## src/design/scp_pkg.sv

```systemverilog
// Shared types and constants for the serial command byte parser.
package scp_pkg;

  localparam int MAX_CHARS = 16;
  localparam int IDX_W     = (MAX_CHARS > 1) ? $clog2(MAX_CHARS) : 1;
  localparam int CNT_W     = $clog2(MAX_CHARS + 1);

  localparam int QDEPTH = 4;
  localparam int QPTR_W = $clog2(QDEPTH);
  localparam int QCNT_W = $clog2(QDEPTH + 1);

  localparam logic [7:0] CH_S    = 8'h73;
  localparam logic [7:0] CH_M    = 8'h6d;
  localparam logic [7:0] CH_LF   = 8'h0a;
  localparam logic [7:0] CH_CR   = 8'h0d;
  localparam logic [7:0] CH_ZERO = 8'h30;
  localparam logic [7:0] MODE_COUNT = 8'd3;

  localparam logic [2:0] KIND_RAW      = 3'd0;
  localparam logic [2:0] KIND_CHAR     = 3'd1;
  localparam logic [2:0] KIND_MODE     = 3'd2;
  localparam logic [2:0] KIND_OVERFLOW = 3'd3;
  localparam logic [2:0] KIND_EMPTY    = 3'd4;

  typedef enum logic [2:0] {
    OP_RAW,
    OP_STORE,
    OP_FLUSH,
    OP_MODE,
    OP_OVERFLOW,
    OP_EMPTY
  } op_t;

  typedef struct packed {
    op_t              op;
    logic [7:0]       data;
    logic [CNT_W-1:0] count;
  } cmd_t;

  typedef enum logic [1:0] {
    F_IDLE,
    F_CAPTURE,
    F_MODE
  } fstate_t;

  typedef enum logic {
    B_IDLE,
    B_READ
  } bstate_t;

endpackage

```

## src/design/scp_front.sv

```systemverilog
// Front end: takes received bytes, tracks the command parser, issues commands.
module scp_front (
  input  logic                clk,
  input  logic                rst,
  input  logic                cfg_write,
  input  logic                bypass_enable,
  input  logic                push,
  input  logic [7:0]          rx_byte,
  input  logic                q_full,
  output logic                cmd_wr,
  output scp_pkg::cmd_t       cmd
);

  scp_pkg::fstate_t state, state_next;
  logic [scp_pkg::CNT_W-1:0] count, count_next;
  logic bypass_mode;
  logic accept;
  logic is_term;
  logic is_digit;

  assign accept   = push && !q_full;
  assign is_term  = (rx_byte == scp_pkg::CH_LF) || (rx_byte == scp_pkg::CH_CR);
  assign is_digit = (rx_byte >= scp_pkg::CH_ZERO) &&
                    (rx_byte < scp_pkg::CH_ZERO + scp_pkg::MODE_COUNT);

  always_ff @(posedge clk) begin
    if (rst) begin
      state       <= scp_pkg::F_IDLE;
      count       <= '0;
      bypass_mode <= 1'b0;
    end else begin
      state <= state_next;
      count <= count_next;
      if (cfg_write) begin
        bypass_mode <= bypass_enable;
      end
    end
  end

  always_comb begin
    state_next = state;
    count_next = count;
    if (accept && !bypass_mode) begin
      case (state)
        scp_pkg::F_IDLE: begin
          if (rx_byte == scp_pkg::CH_S) begin
            state_next = scp_pkg::F_CAPTURE;
          end else if (rx_byte == scp_pkg::CH_M) begin
            state_next = scp_pkg::F_MODE;
          end
        end
        scp_pkg::F_CAPTURE: begin
          if (is_term || count == scp_pkg::CNT_W'(scp_pkg::MAX_CHARS)) begin
            count_next = '0;
            state_next = scp_pkg::F_IDLE;
          end else begin
            count_next = count + 1'b1;
          end
        end
        default: begin
          state_next = scp_pkg::F_IDLE;
        end
      endcase
    end
  end

  always_comb begin
    cmd_wr     = 1'b0;
    cmd.op     = scp_pkg::OP_RAW;
    cmd.data   = rx_byte;
    cmd.count  = count;
    if (accept) begin
      if (bypass_mode) begin
        cmd_wr = 1'b1;
      end else begin
        case (state)
          scp_pkg::F_CAPTURE: begin
            cmd_wr = 1'b1;
            if (is_term) begin
              cmd.op = (count == '0) ? scp_pkg::OP_EMPTY : scp_pkg::OP_FLUSH;
            end else if (count == scp_pkg::CNT_W'(scp_pkg::MAX_CHARS)) begin
              cmd.op = scp_pkg::OP_OVERFLOW;
            end else begin
              cmd.op = scp_pkg::OP_STORE;
            end
          end
          scp_pkg::F_MODE: begin
            cmd_wr   = is_digit;
            cmd.op   = scp_pkg::OP_MODE;
            cmd.data = rx_byte - scp_pkg::CH_ZERO;
          end
          default: begin
            cmd_wr = 1'b0;
          end
        endcase
      end
    end
  end

endmodule

```

## src/design/scp_cmd_queue.sv

```systemverilog
// Short command queue between the front end and the back end.
module scp_cmd_queue (
  input  logic          clk,
  input  logic          rst,
  input  logic          wr_en,
  input  scp_pkg::cmd_t wr_data,
  output logic          full,
  input  logic          rd_en,
  output scp_pkg::cmd_t rd_data,
  output logic          empty
);

  scp_pkg::cmd_t entries [scp_pkg::QDEPTH];
  logic [scp_pkg::QPTR_W-1:0] wptr;
  logic [scp_pkg::QPTR_W-1:0] rptr;
  logic [scp_pkg::QCNT_W-1:0] fill;
  logic do_wr;
  logic do_rd;

  assign full    = (fill == scp_pkg::QCNT_W'(scp_pkg::QDEPTH));
  assign empty   = (fill == '0);
  assign do_wr   = wr_en && !full;
  assign do_rd   = rd_en && !empty;
  assign rd_data = entries[rptr];

  always_ff @(posedge clk) begin
    if (rst) begin
      wptr <= '0;
      rptr <= '0;
      fill <= '0;
    end else begin
      if (do_wr) begin
        wptr <= wptr + 1'b1;
      end
      if (do_rd) begin
        rptr <= rptr + 1'b1;
      end
      if (do_wr && !do_rd) begin
        fill <= fill + 1'b1;
      end else if (do_rd && !do_wr) begin
        fill <= fill - 1'b1;
      end
    end
  end

  always_ff @(posedge clk) begin
    if (do_wr) begin
      entries[wptr] <= wr_data;
    end
  end

endmodule

```

## src/design/scp_back.sv

```systemverilog
// Back end: holds the string store and turns commands into result beats.
module scp_back (
  input  logic                clk,
  input  logic                rst,
  input  scp_pkg::cmd_t       cmd,
  input  logic                cmd_empty,
  output logic                cmd_take,
  input  logic                pop,
  output logic                empty,
  output logic [2:0]          result_kind,
  output logic [7:0]          result_byte,
  output logic                last
);

  logic [7:0] store [scp_pkg::MAX_CHARS];
  logic [7:0] rd_data;

  scp_pkg::bstate_t state, state_next;
  logic [scp_pkg::IDX_W-1:0] idx, idx_next;
  logic [scp_pkg::CNT_W-1:0] rd_count, rd_count_next;
  logic [scp_pkg::CNT_W-1:0] wcount, wcount_next;

  logic       out_valid;
  logic       out_free;
  logic       emit;
  logic [2:0] emit_kind;
  logic [7:0] emit_byte;
  logic       emit_last;
  logic       store_wr;
  logic       read_last;

  assign out_free  = !out_valid || pop;
  assign read_last = (scp_pkg::CNT_W'(idx) + 1'b1) == rd_count;

  always_comb begin
    state_next = state;
    case (state)
      scp_pkg::B_IDLE: begin
        if (!cmd_empty && cmd.op == scp_pkg::OP_FLUSH) begin
          state_next = scp_pkg::B_READ;
        end
      end
      scp_pkg::B_READ: begin
        if (out_free && read_last) begin
          state_next = scp_pkg::B_IDLE;
        end
      end
      default: begin
        state_next = scp_pkg::B_IDLE;
      end
    endcase
  end

  always_comb begin
    cmd_take      = 1'b0;
    emit          = 1'b0;
    emit_kind     = scp_pkg::KIND_RAW;
    emit_byte     = cmd.data;
    emit_last     = 1'b1;
    store_wr      = 1'b0;
    idx_next      = '0;
    rd_count_next = rd_count;
    wcount_next   = wcount;
    case (state)
      scp_pkg::B_IDLE: begin
        if (!cmd_empty) begin
          case (cmd.op)
            scp_pkg::OP_STORE: begin
              cmd_take    = 1'b1;
              store_wr    = 1'b1;
              wcount_next = wcount + 1'b1;
            end
            scp_pkg::OP_FLUSH: begin
              cmd_take      = 1'b1;
              rd_count_next = cmd.count;
              wcount_next   = '0;
            end
            scp_pkg::OP_MODE: begin
              cmd_take  = out_free;
              emit      = out_free;
              emit_kind = scp_pkg::KIND_MODE;
            end
            scp_pkg::OP_OVERFLOW: begin
              cmd_take    = out_free;
              emit        = out_free;
              emit_kind   = scp_pkg::KIND_OVERFLOW;
              emit_byte   = '0;
              if (out_free) begin
                wcount_next = '0;
              end
            end
            scp_pkg::OP_EMPTY: begin
              cmd_take  = out_free;
              emit      = out_free;
              emit_kind = scp_pkg::KIND_EMPTY;
              emit_byte = '0;
            end
            default: begin
              cmd_take  = out_free;
              emit      = out_free;
              emit_kind = scp_pkg::KIND_RAW;
            end
          endcase
        end
      end
      scp_pkg::B_READ: begin
        emit_kind = scp_pkg::KIND_CHAR;
        emit_byte = rd_data;
        emit_last = read_last;
        emit      = out_free;
        if (out_free) begin
          idx_next = read_last ? '0 : idx + 1'b1;
        end else begin
          idx_next = idx;
        end
      end
      default: begin
        idx_next = '0;
      end
    endcase
  end

  always_ff @(posedge clk) begin
    if (rst) begin
      state     <= scp_pkg::B_IDLE;
      idx       <= '0;
      rd_count  <= '0;
      wcount    <= '0;
      out_valid <= 1'b0;
    end else begin
      state    <= state_next;
      idx      <= idx_next;
      rd_count <= rd_count_next;
      wcount   <= wcount_next;
      if (emit) begin
        out_valid <= 1'b1;
      end else if (pop) begin
        out_valid <= 1'b0;
      end
    end
  end

  always_ff @(posedge clk) begin
    if (emit) begin
      result_kind <= emit_kind;
      result_byte <= emit_byte;
      last        <= emit_last;
    end
  end

  always_ff @(posedge clk) begin
    if (store_wr) begin
      store[wcount[scp_pkg::IDX_W-1:0]] <= cmd.data;
    end
    rd_data <= store[idx_next];
  end

  assign empty = !out_valid;

`ifndef SYNTH
  a_read_in_range: assert property (@(posedge clk) disable iff (rst)
    (state == scp_pkg::B_READ) |-> (scp_pkg::CNT_W'(idx) < rd_count))
    else $error("read index past string length");

  a_store_room: assert property (@(posedge clk) disable iff (rst)
    (cmd_take && cmd.op == scp_pkg::OP_STORE) |->
      (wcount < scp_pkg::CNT_W'(scp_pkg::MAX_CHARS)))
    else $error("store beyond capacity");

  a_flush_count: assert property (@(posedge clk) disable iff (rst)
    (cmd_take && cmd.op == scp_pkg::OP_FLUSH) |->
      (cmd.count == wcount && cmd.count != '0))
    else $error("flush count differs from stored characters");

  a_last_char_ends: assert property (@(posedge clk) disable iff (rst)
    (emit && emit_kind == scp_pkg::KIND_CHAR && emit_last) |=>
      (state == scp_pkg::B_IDLE))
    else $error("readout continues after last character");
`endif

endmodule

```

## src/design/serial_command_byte_parser.sv

```systemverilog
// Top level of the serial command byte parser.
//
// Input side is a queue: drive rx_byte with push; a beat is taken when push
// is high and full is low. Result side is a queue too: while empty is low the
// oldest result sits on result_kind, result_byte and last; pop takes it.
// bypass_enable is loaded when cfg_write is high; the user must do so only
// while the block is idle, which the block itself does not enforce. With the
// command queue empty, a byte that yields one result shows after the command
// queue entry and the back-end output register. A CR or LF ending a capture
// of N characters gives N results, one per cycle while pop is held, the first
// after the queue entry, the store read register and the output register; the
// readout holds the back end in its read state to the last character. Other
// bytes are taken while the four-entry command queue has room, so the front end
// keeps taking bytes during a string readout until that queue fills. The string
// store has one read port, which sets the one character per cycle readout.
// Reset clears parser state, the queue, the output register and bypass mode.
// When pop is held low, the output register holds, the back end stops at the
// next result command, the queue fills, and full rises to stall the sender.
module serial_command_byte_parser (
  input  logic       clk,
  input  logic       rst,
  input  logic       cfg_write,
  input  logic       bypass_enable,
  input  logic       push,
  output logic       full,
  input  logic [7:0] rx_byte,
  output logic       empty,
  input  logic       pop,
  output logic [2:0] result_kind,
  output logic [7:0] result_byte,
  output logic       last
);

  scp_pkg::cmd_t wr_cmd;
  scp_pkg::cmd_t rd_cmd;
  logic          cmd_wr;
  logic          cmd_take;
  logic          q_empty;

  scp_front u_front (
    .clk           (clk),
    .rst           (rst),
    .cfg_write     (cfg_write),
    .bypass_enable (bypass_enable),
    .push          (push),
    .rx_byte       (rx_byte),
    .q_full        (full),
    .cmd_wr        (cmd_wr),
    .cmd           (wr_cmd)
  );

  scp_cmd_queue u_queue (
    .clk     (clk),
    .rst     (rst),
    .wr_en   (cmd_wr),
    .wr_data (wr_cmd),
    .full    (full),
    .rd_en   (cmd_take),
    .rd_data (rd_cmd),
    .empty   (q_empty)
  );

  scp_back u_back (
    .clk         (clk),
    .rst         (rst),
    .cmd         (rd_cmd),
    .cmd_empty   (q_empty),
    .cmd_take    (cmd_take),
    .pop         (pop),
    .empty       (empty),
    .result_kind (result_kind),
    .result_byte (result_byte),
    .last        (last)
  );

endmodule

```

## config.mk

```make
export PLATFORM = sky130hd
export DESIGN_NAME = serial_command_byte_parser
export DESIGN_NICKNAME = d
export VERILOG_FILES = /design/src/design/scp_pkg.sv /design/src/design/scp_front.sv /design/src/design/scp_cmd_queue.sv /design/src/design/scp_back.sv /design/src/design/serial_command_byte_parser.sv
export SDC_FILE = /design/constraint.sdc
export NUM_CORES = 1
export LEC_CHECK = 0
export ABC_AREA = 1
export BUFFER_PORTS_ARGS = -buffer_cell sky130_fd_sc_hd__buf_2
export CORE_ASPECT_RATIO = 1.5
export CORE_MARGIN = 3
export CORE_UTILIZATION = 38
export CTS_CLUSTER_DIAMETER = 120
export CTS_CLUSTER_SIZE = 8
export DETAILED_ROUTE_END_ITERATION = 12
export PLACE_DENSITY_LB_ADDON = 0.2
export SYNTH_ARGS = -nofsm -noshare
export SYNTH_HDL_FRONTEND = slang
export SYNTH_HIERARCHICAL = 1
export SYNTH_SLANG_ARGS = --single-unit
```

## constraint.sdc

```tcl
create_clock -name clk -period 5.3 [get_ports clk]
set_input_delay 0.53 -clock clk [delete_from_list [all_inputs] [get_ports clk]]
set_output_delay 0.53 -clock clk [all_outputs]
set_load 0.03 [all_outputs]
```

=== After elaboration in Yosys (flattened, before gate mapping) ===
Memory sizes are Yosys's and may differ from the RTL's. A register that Yosys moved wholly into a read port is not among the register bits.
Index checks and enable logic that the tools add are counted.

* Output and inout bits: 14
* Bits in latches: 0
* Bits of input ports: 14
* ROM bits: 0
* Register bits: 43
* Memories kept: 2
* Word-level logic and storage cells: 124
* RAM bits: 192

* Add/subtract/negate cells: 9
* Div/mod/pow operators: 0
* Equality and inequality tests: 17
* Order comparisons: 2
* Bitwise logic cells: 2
* Shift operators: 0
* Multiplexer cells: 48
* Reductions and logical operators: 30
* Multiply operators: 0

{| class="wikitable"
|+ Memory list
! name !! words !! width !! read ports !! clocked after Yosys merged registers in !! write ports !! line !! text
|-
| u_back.store || 16 || 8 || 1 || 1 || 1 || scp_back.sv:15 || <nowiki>logic [7:0] store [scp_pkg::MAX_CHARS];</nowiki>
|-
| u_queue.entries || 4 || 16 || 1 || 1 || 1 || scp_cmd_queue.sv:13 || <nowiki>scp_pkg::cmd_t entries [scp_pkg::QDEPTH];</nowiki>
|}

{| class="wikitable"
|+ Operators with widths
! kind !! number
|-
| 8-bit 2-to-1 mux || 3
|-
| 11-bit 2-to-1 mux || 2
|-
| 1-bit 2-to-1 mux || 18
|-
| 3-bit 2-to-1 mux || 6
|-
| 8-bit by 4-bit == test with 1-bit output, second input constant || 2
|-
| 8-bit by 7-bit == test with 1-bit output, second input constant || 2
|-
| 8-bit one-hot mux with 2 select lines || 1
|-
| 5-bit one-hot mux with 3 select lines || 1
|-
| 4-bit 2-to-1 mux || 3
|-
| 3-bit one-hot mux with 2 select lines || 2
|-
| 5-bit by 1-bit adder with 5-bit output, second input constant || 2
|-
| 2-bit 2-to-1 mux || 5
|-
| 5-bit 2-to-1 mux || 2
|-
| 3-bit == test, second input constant || 3
|-
| 1-bit logical AND || 9
|-
| 3-bit one-hot mux with 3 select lines || 1
|-
| 8-bit by 6-bit greater-or-equal comparator with 1-bit output, second input constant || 1
|-
| 8-bit by 6-bit less-than comparator with 1-bit output, second input constant || 1
|-
| 8-bit by 6-bit subtractor with 8-bit output, second input constant || 1
|-
| 3-bit by 2-bit == test with 1-bit output, second input constant || 2
|-
| 1-bit zero test || 6
|-
| 1-bit one-hot mux with 2 select lines || 3
|-
| 3-bit AND reduction || 2
|-
| 4-bit by 1-bit adder with 5-bit output, second input constant || 1
|-
| 22 further kinds || 29
|}

=== Depth between registers and ports, before layout ===
* Depth after elaboration: 10
* Depth in mapped cells: 20
* Mapped depth without buffers: 19

=== Cells and area by module ===
Netlist, hierarchy kept.

{| class="wikitable"
|+ Modules (own cells, without submodules)
! module !! seq. area each (µm²) !! area each (µm²) !! times used !! cells an instance
|-
| scp_back || 4664.5 || 7470.9 || 1 || 753
|-
| scp_cmd_queue || 2102.0 || 2847.7 || 1 || 224
|-
| scp_front || 160.2 || 865.8 || 1 || 124
|}

=== Least setup slack after synthesis ===
OpenSTA, ideal clock, no wires.

* Path kind: input to register
* From: in rx_byte[4]
* To: mem u_queue/entries[0][0] in the netlist's numbering, enable pin
* Library setup time: 0.389 ns
* Data required time: 4.911 ns
* Arrival: 2.087 ns
* Path buffers: 0
* Stages on the path: 7
* Slack: 2.825 ns
* Cell sequence: ha_1 -> nand4_1 -> o21ai_0 -> nand2_1 -> a21boi_0 -> nand2_2 -> nor2_1

* Longest elaborated chain between the ends: 8
* Elaborated cells between the ends (all ways): 9
* Classes of those cells: order compare: 2; mux: 5; reduce/logical: 2

{| class="wikitable"
|+ RTL lines
! item !! line !! text
|-
| from (decl) || serial_command_byte_parser.sv:26 || <nowiki>input logic [7:0] rx_byte,</nowiki>
|-
| 8-bit by 6-bit greater-or-equal comparator with 1-bit output / 8-bit by 6-bit less-than comparator with 1-bit output (equally long branches) || scp_front.sv:23, scp_front.sv:24 ||
|-
| 1-bit logical AND * || scp_front.sv:23 || <nowiki>assign is_digit = (rx_byte >= scp_pkg::CH_ZERO) &&</nowiki>
|-
| 1-bit one-hot mux with 2 select lines * || scp_front.sv:76 || <nowiki>case (state)</nowiki>
|-
| 1-bit 2-to-1 mux * || scp_front.sv:73 || <nowiki>if (bypass_mode) begin</nowiki>
|-
| 1-bit 2-to-1 mux * || scp_front.sv:72 || <nowiki>if (accept) begin</nowiki>
|-
| net cmd_wr || serial_command_byte_parser.sv:36 || <nowiki>logic cmd_wr;</nowiki>
|-
| 1-bit logical AND * || scp_cmd_queue.sv:22 || <nowiki>assign do_wr = wr_en && !full;</nowiki>
|-
| 1-bit 2-to-1 mux * || scp_cmd_queue.sv:47 || <nowiki>if (do_wr) begin</nowiki>
|-
| 1-bit 2-to-1 mux (implied by the code) * || scp_cmd_queue.sv:48 || <nowiki>entries[wptr] <= wr_data;</nowiki>
|-
| to (decl) || scp_cmd_queue.sv:13 ||
|}

Mark *: on every way through the listed nets, which the timed path passes. The rest lies on a longest branch.

=== Worst setup path in the final report ===
* From: reg u_back.state
* To: reg u_back.rd_data[0], read port of u_back.store

* Longest elaborated chain between the ends: 1

{| class="wikitable"
|+ RTL lines
! item !! line !! text
|-
| from (decl) || scp_back.sv:18 || <nowiki>scp_pkg::bstate_t state, state_next;</nowiki>
|-
| from (signal assigned) || scp_back.sv:125 || <nowiki>state <= scp_pkg::B_IDLE;</nowiki>
|-
| from (signal assigned) || scp_back.sv:131 || <nowiki>state <= state_next;</nowiki>
|-
| 4-bit 2-to-1 mux || scp_back.sv:64 || <nowiki>case (state)</nowiki>
|-
| to (decl) || scp_back.sv:16 || <nowiki>logic [7:0] rd_data;</nowiki>
|}

No other way between the ends.
A chain may end at the register's enable or synchronous reset.

==> results.toml <==
[layout]
diodes = 0
area_growth_pct = 13.5
fin_nets = 1166
finalCoreUtilization_pct = 43.9
finalNonFillerCells = 1549
layout-drive-gt1-share_pct = 10.9
multi_input_area_mm2 = 0.00317
fill_cells = 2824
area.sequential_mm2 = 0.00693

[floorplan]
start_util_pct = 38.7
core_area_mm2 = 0.0289
die_area_mm2 = 0.0316
core.rowCount = 76
io_pins = 28
die_x_um = 146
die_h_um = 216

[clock_network]
cts_hold_buf = 0
clockBufferDepth = 3
clk_latency_ns = 0.51
cts.sinks = 244
path_clk_slew_ns = 0.05
h-tree-depth = 2
cts_tree = "built"
cts_root_buffer = "clkbuf_16"
numCtsBuffers = 36
ctsResizeCount = 0
cts_setup_buffers = 0

[worst_setup_path]
cp.required_ns = 5.70
cp.arrival_ns = 3.78
path_class = "reg -> reg"
worstPathMaxFanout = 33
critPathLaunchType = "register"
end_kind = "register"

[sta]
finalCritPeriodShare_pct = 63.8
fin_worst_skew_ns = 0.0228
fin_ws_ns = 1.92
tightestPinTransition_ns = 1.13
finalSetupTns_ns = 0
rsz0062_at_grt = "false"
period_minus_slack_ns = 3.38
drv_slew = 0
relSlewSlack_pct = 24.1
hold_viol_final = 0
setup_viol = 0
timing.fmax_mhz = 296

[yosys]
synth_area_leaders = "edfxtp_1 55%, dfxtp_1 7.2%, inv_1 6.7%"
netlist_instances = 1101
syn_avg_cell_area_um2 = 10.2
synth-edff-count = 204
ys_seq_area_share_pct = 61.9
netlist_area_mm2 = 0.0112
yosysMostFrequentCell = "edfxtp_1"
async_flop_share_pct = 0
synth_top_area_cell = "edfxtp_1"
synth_common_cells = "204 x edfxtp_1, 199 x inv_1, 146 x nand2_1"
synth.distinct_cells = 42
yosys_warnings = 6
synth_fp_nets = 1134
synth_top_flop_cell = "edfxtp_1"
synth_top_area_share_pct = 54.8
ys_seq_elements = 244

[placed_design]
gp_congestion = 0.803
dp_hpwl_mm = 17.0
dp_worst_setup_slack_ns = 1.94
dp_cells = 1485
port-buffer-count = 27

[detailed_routing]
viasPerCell = 4.96
final_antenna_net_count = 0
dr.pass1.iters = 5
drcViolationCount = 0
wire_per_inst_um = 17.2
dr_total_vias = 7678
wl_mm = 26.7
drt_iter0_markers = 510

[power_and_ir_drop]
p_per_area_mw_per_mm2 = 446
irDropWorstVdd_v = 0.000245
p_leak_nw = 5.12

[global_routing]
grtUsageTotal_pct = 16.7
grt_pass1_wl_mm = 41.7
grt_max_degree = 65
grt-ovfl-total = 0
grt_antenna_before_repair = 0
grt_pass1_vias = 7625

[hold_path]
min_path_type = "in -> reg"

[status]
status = "finished clean"

[flow_run]
maxCapViolations = 0
-- where the power goes --
group	leakage (nW)	switching (W)	internal, W
Combinational	2.45	0.000879	0.000272
Clock	0.507	0.000786	0.00134
Sequential	2.17	0.0000574	0.00232
Total	5.12	0.00172	0.00393
-- sequential cells by signal, indices dropped and copies added, names as in the netlist, named ones only --
register             count
u_front/bypass_mode      1
u_back/result_byte       8
u_queue/entries         64
u_front/state            2
u_back/result_kind       3
u_queue/fill             3
u_back/state             1
u_back/idx               4
u_back/store           128
u_queue/wptr             2
u_queue/rptr             2
u_back/out_valid         1
u_back/rd_count          5
u_back/rd_data           8
u_back/wcount            4
u_front/count            5
u_back/last              1
-- path summary, 6_finish.rpt --
path,slack [ns],startpoint,endpoint,cells past startpoint
max,1.92,u_back/state,u_back/rd_data[0],11
min,0.27,bypass_enable,u_front/bypass_mode,3
min reg2reg,0.49,u_back/rd_count[2],u_back/rd_count[2],2
max reg2reg,1.92,u_back/state,u_back/rd_data[0],11
-- per-layer routing --
layer  global-route usage, %  vias to the layer above  routed length [um]
met2                    31.9                      168               14600
met5                       0                        -                   0
met4                    6.12                        0                 811
met1                    18.7                     3685               10300
li1                        -                     3779                   -
met3                    2.45                       46                1030
-- logic make-up (layout without fill, tap and decap cells) --
logic type	after synthesis	count (layout)	synth area share, %
XOR/XNOR	9	9	0.705
adder cells (fa/ha/maj)	19	19	2.19
AO/OA/AOI/OAI	89	89	4.49
AND/OR/NAND/NOR	482	482	20.9
buffers and inverters	258	316	9.80
flip-flops	244	244	61.9
-- metrics by stage --
| stage | hold slack (ns) | instance area [um^2] | power (W) |
|---|---|---|---|
| 2_1_floorplan | 0.443 | 11200 | 0.00320 |
| 3_3_place_gp | 0.469 | 11600 | 0.00357 |
| 3_5_place_dp | 0.479 | 11600 | 0.00359 |
| 4_1_cts | 0.250 | 12700 | 0.00574 |
| 5_1_grt | 0.278 | 12700 | 0.00593 |
| 6_report | 0.272 | 12700 | 0.00566 |
-- cell type report --
cell class                 count  area share, %
sequential                   244           54.6
multi-input combinational    599           25.0
clock buffer                  61           8.00
inverter                     207           6.14
tap                          390           3.84
timing repair buffer          45           2.13
clock inverter                 3          0.374
-- worst max-delay path, cell delays in order (launching register included) --
cell	delay, ns
dfxtp_2	0.62
inv_1	0.35
nor2_1	0.29
inv_1	0.06
nor2_1	0.08
nand2_1	0.07
nand2_2	0.56
inv_2	0.51
nand3_1	0.26
nand3_1	0.21
nand3_1	0.15
nand2_1	0.05
-- cell usage in the layout, fill, tap and decap left out, types with 3 or more instances in the layout --
master     synthesis  layout
a21oi_1           13      13
nand3_1          140     140
clkbuf_16          0      37
inv_1            199     199
dfxtp_1           40      39
edfxtp_1         204     204
clkbuf_1           8      24
ha_1              18      18
xor2_1             7       7
a21oi_2            3       3
nor2_4             4       4
buf_4             10      18
nand3_2            5       5
o21ai_1           28      28
nand2_2            8       8
o22ai_1           16      16
nand2_4            3       3
nand2_1          146     146
nand4_1           71      71
nor3b_2            3       3
nor2_1            93      93
inv_2              7       7
o21ai_0           21      21
buf_2             16      27
(Power assumes the default switching activity.)
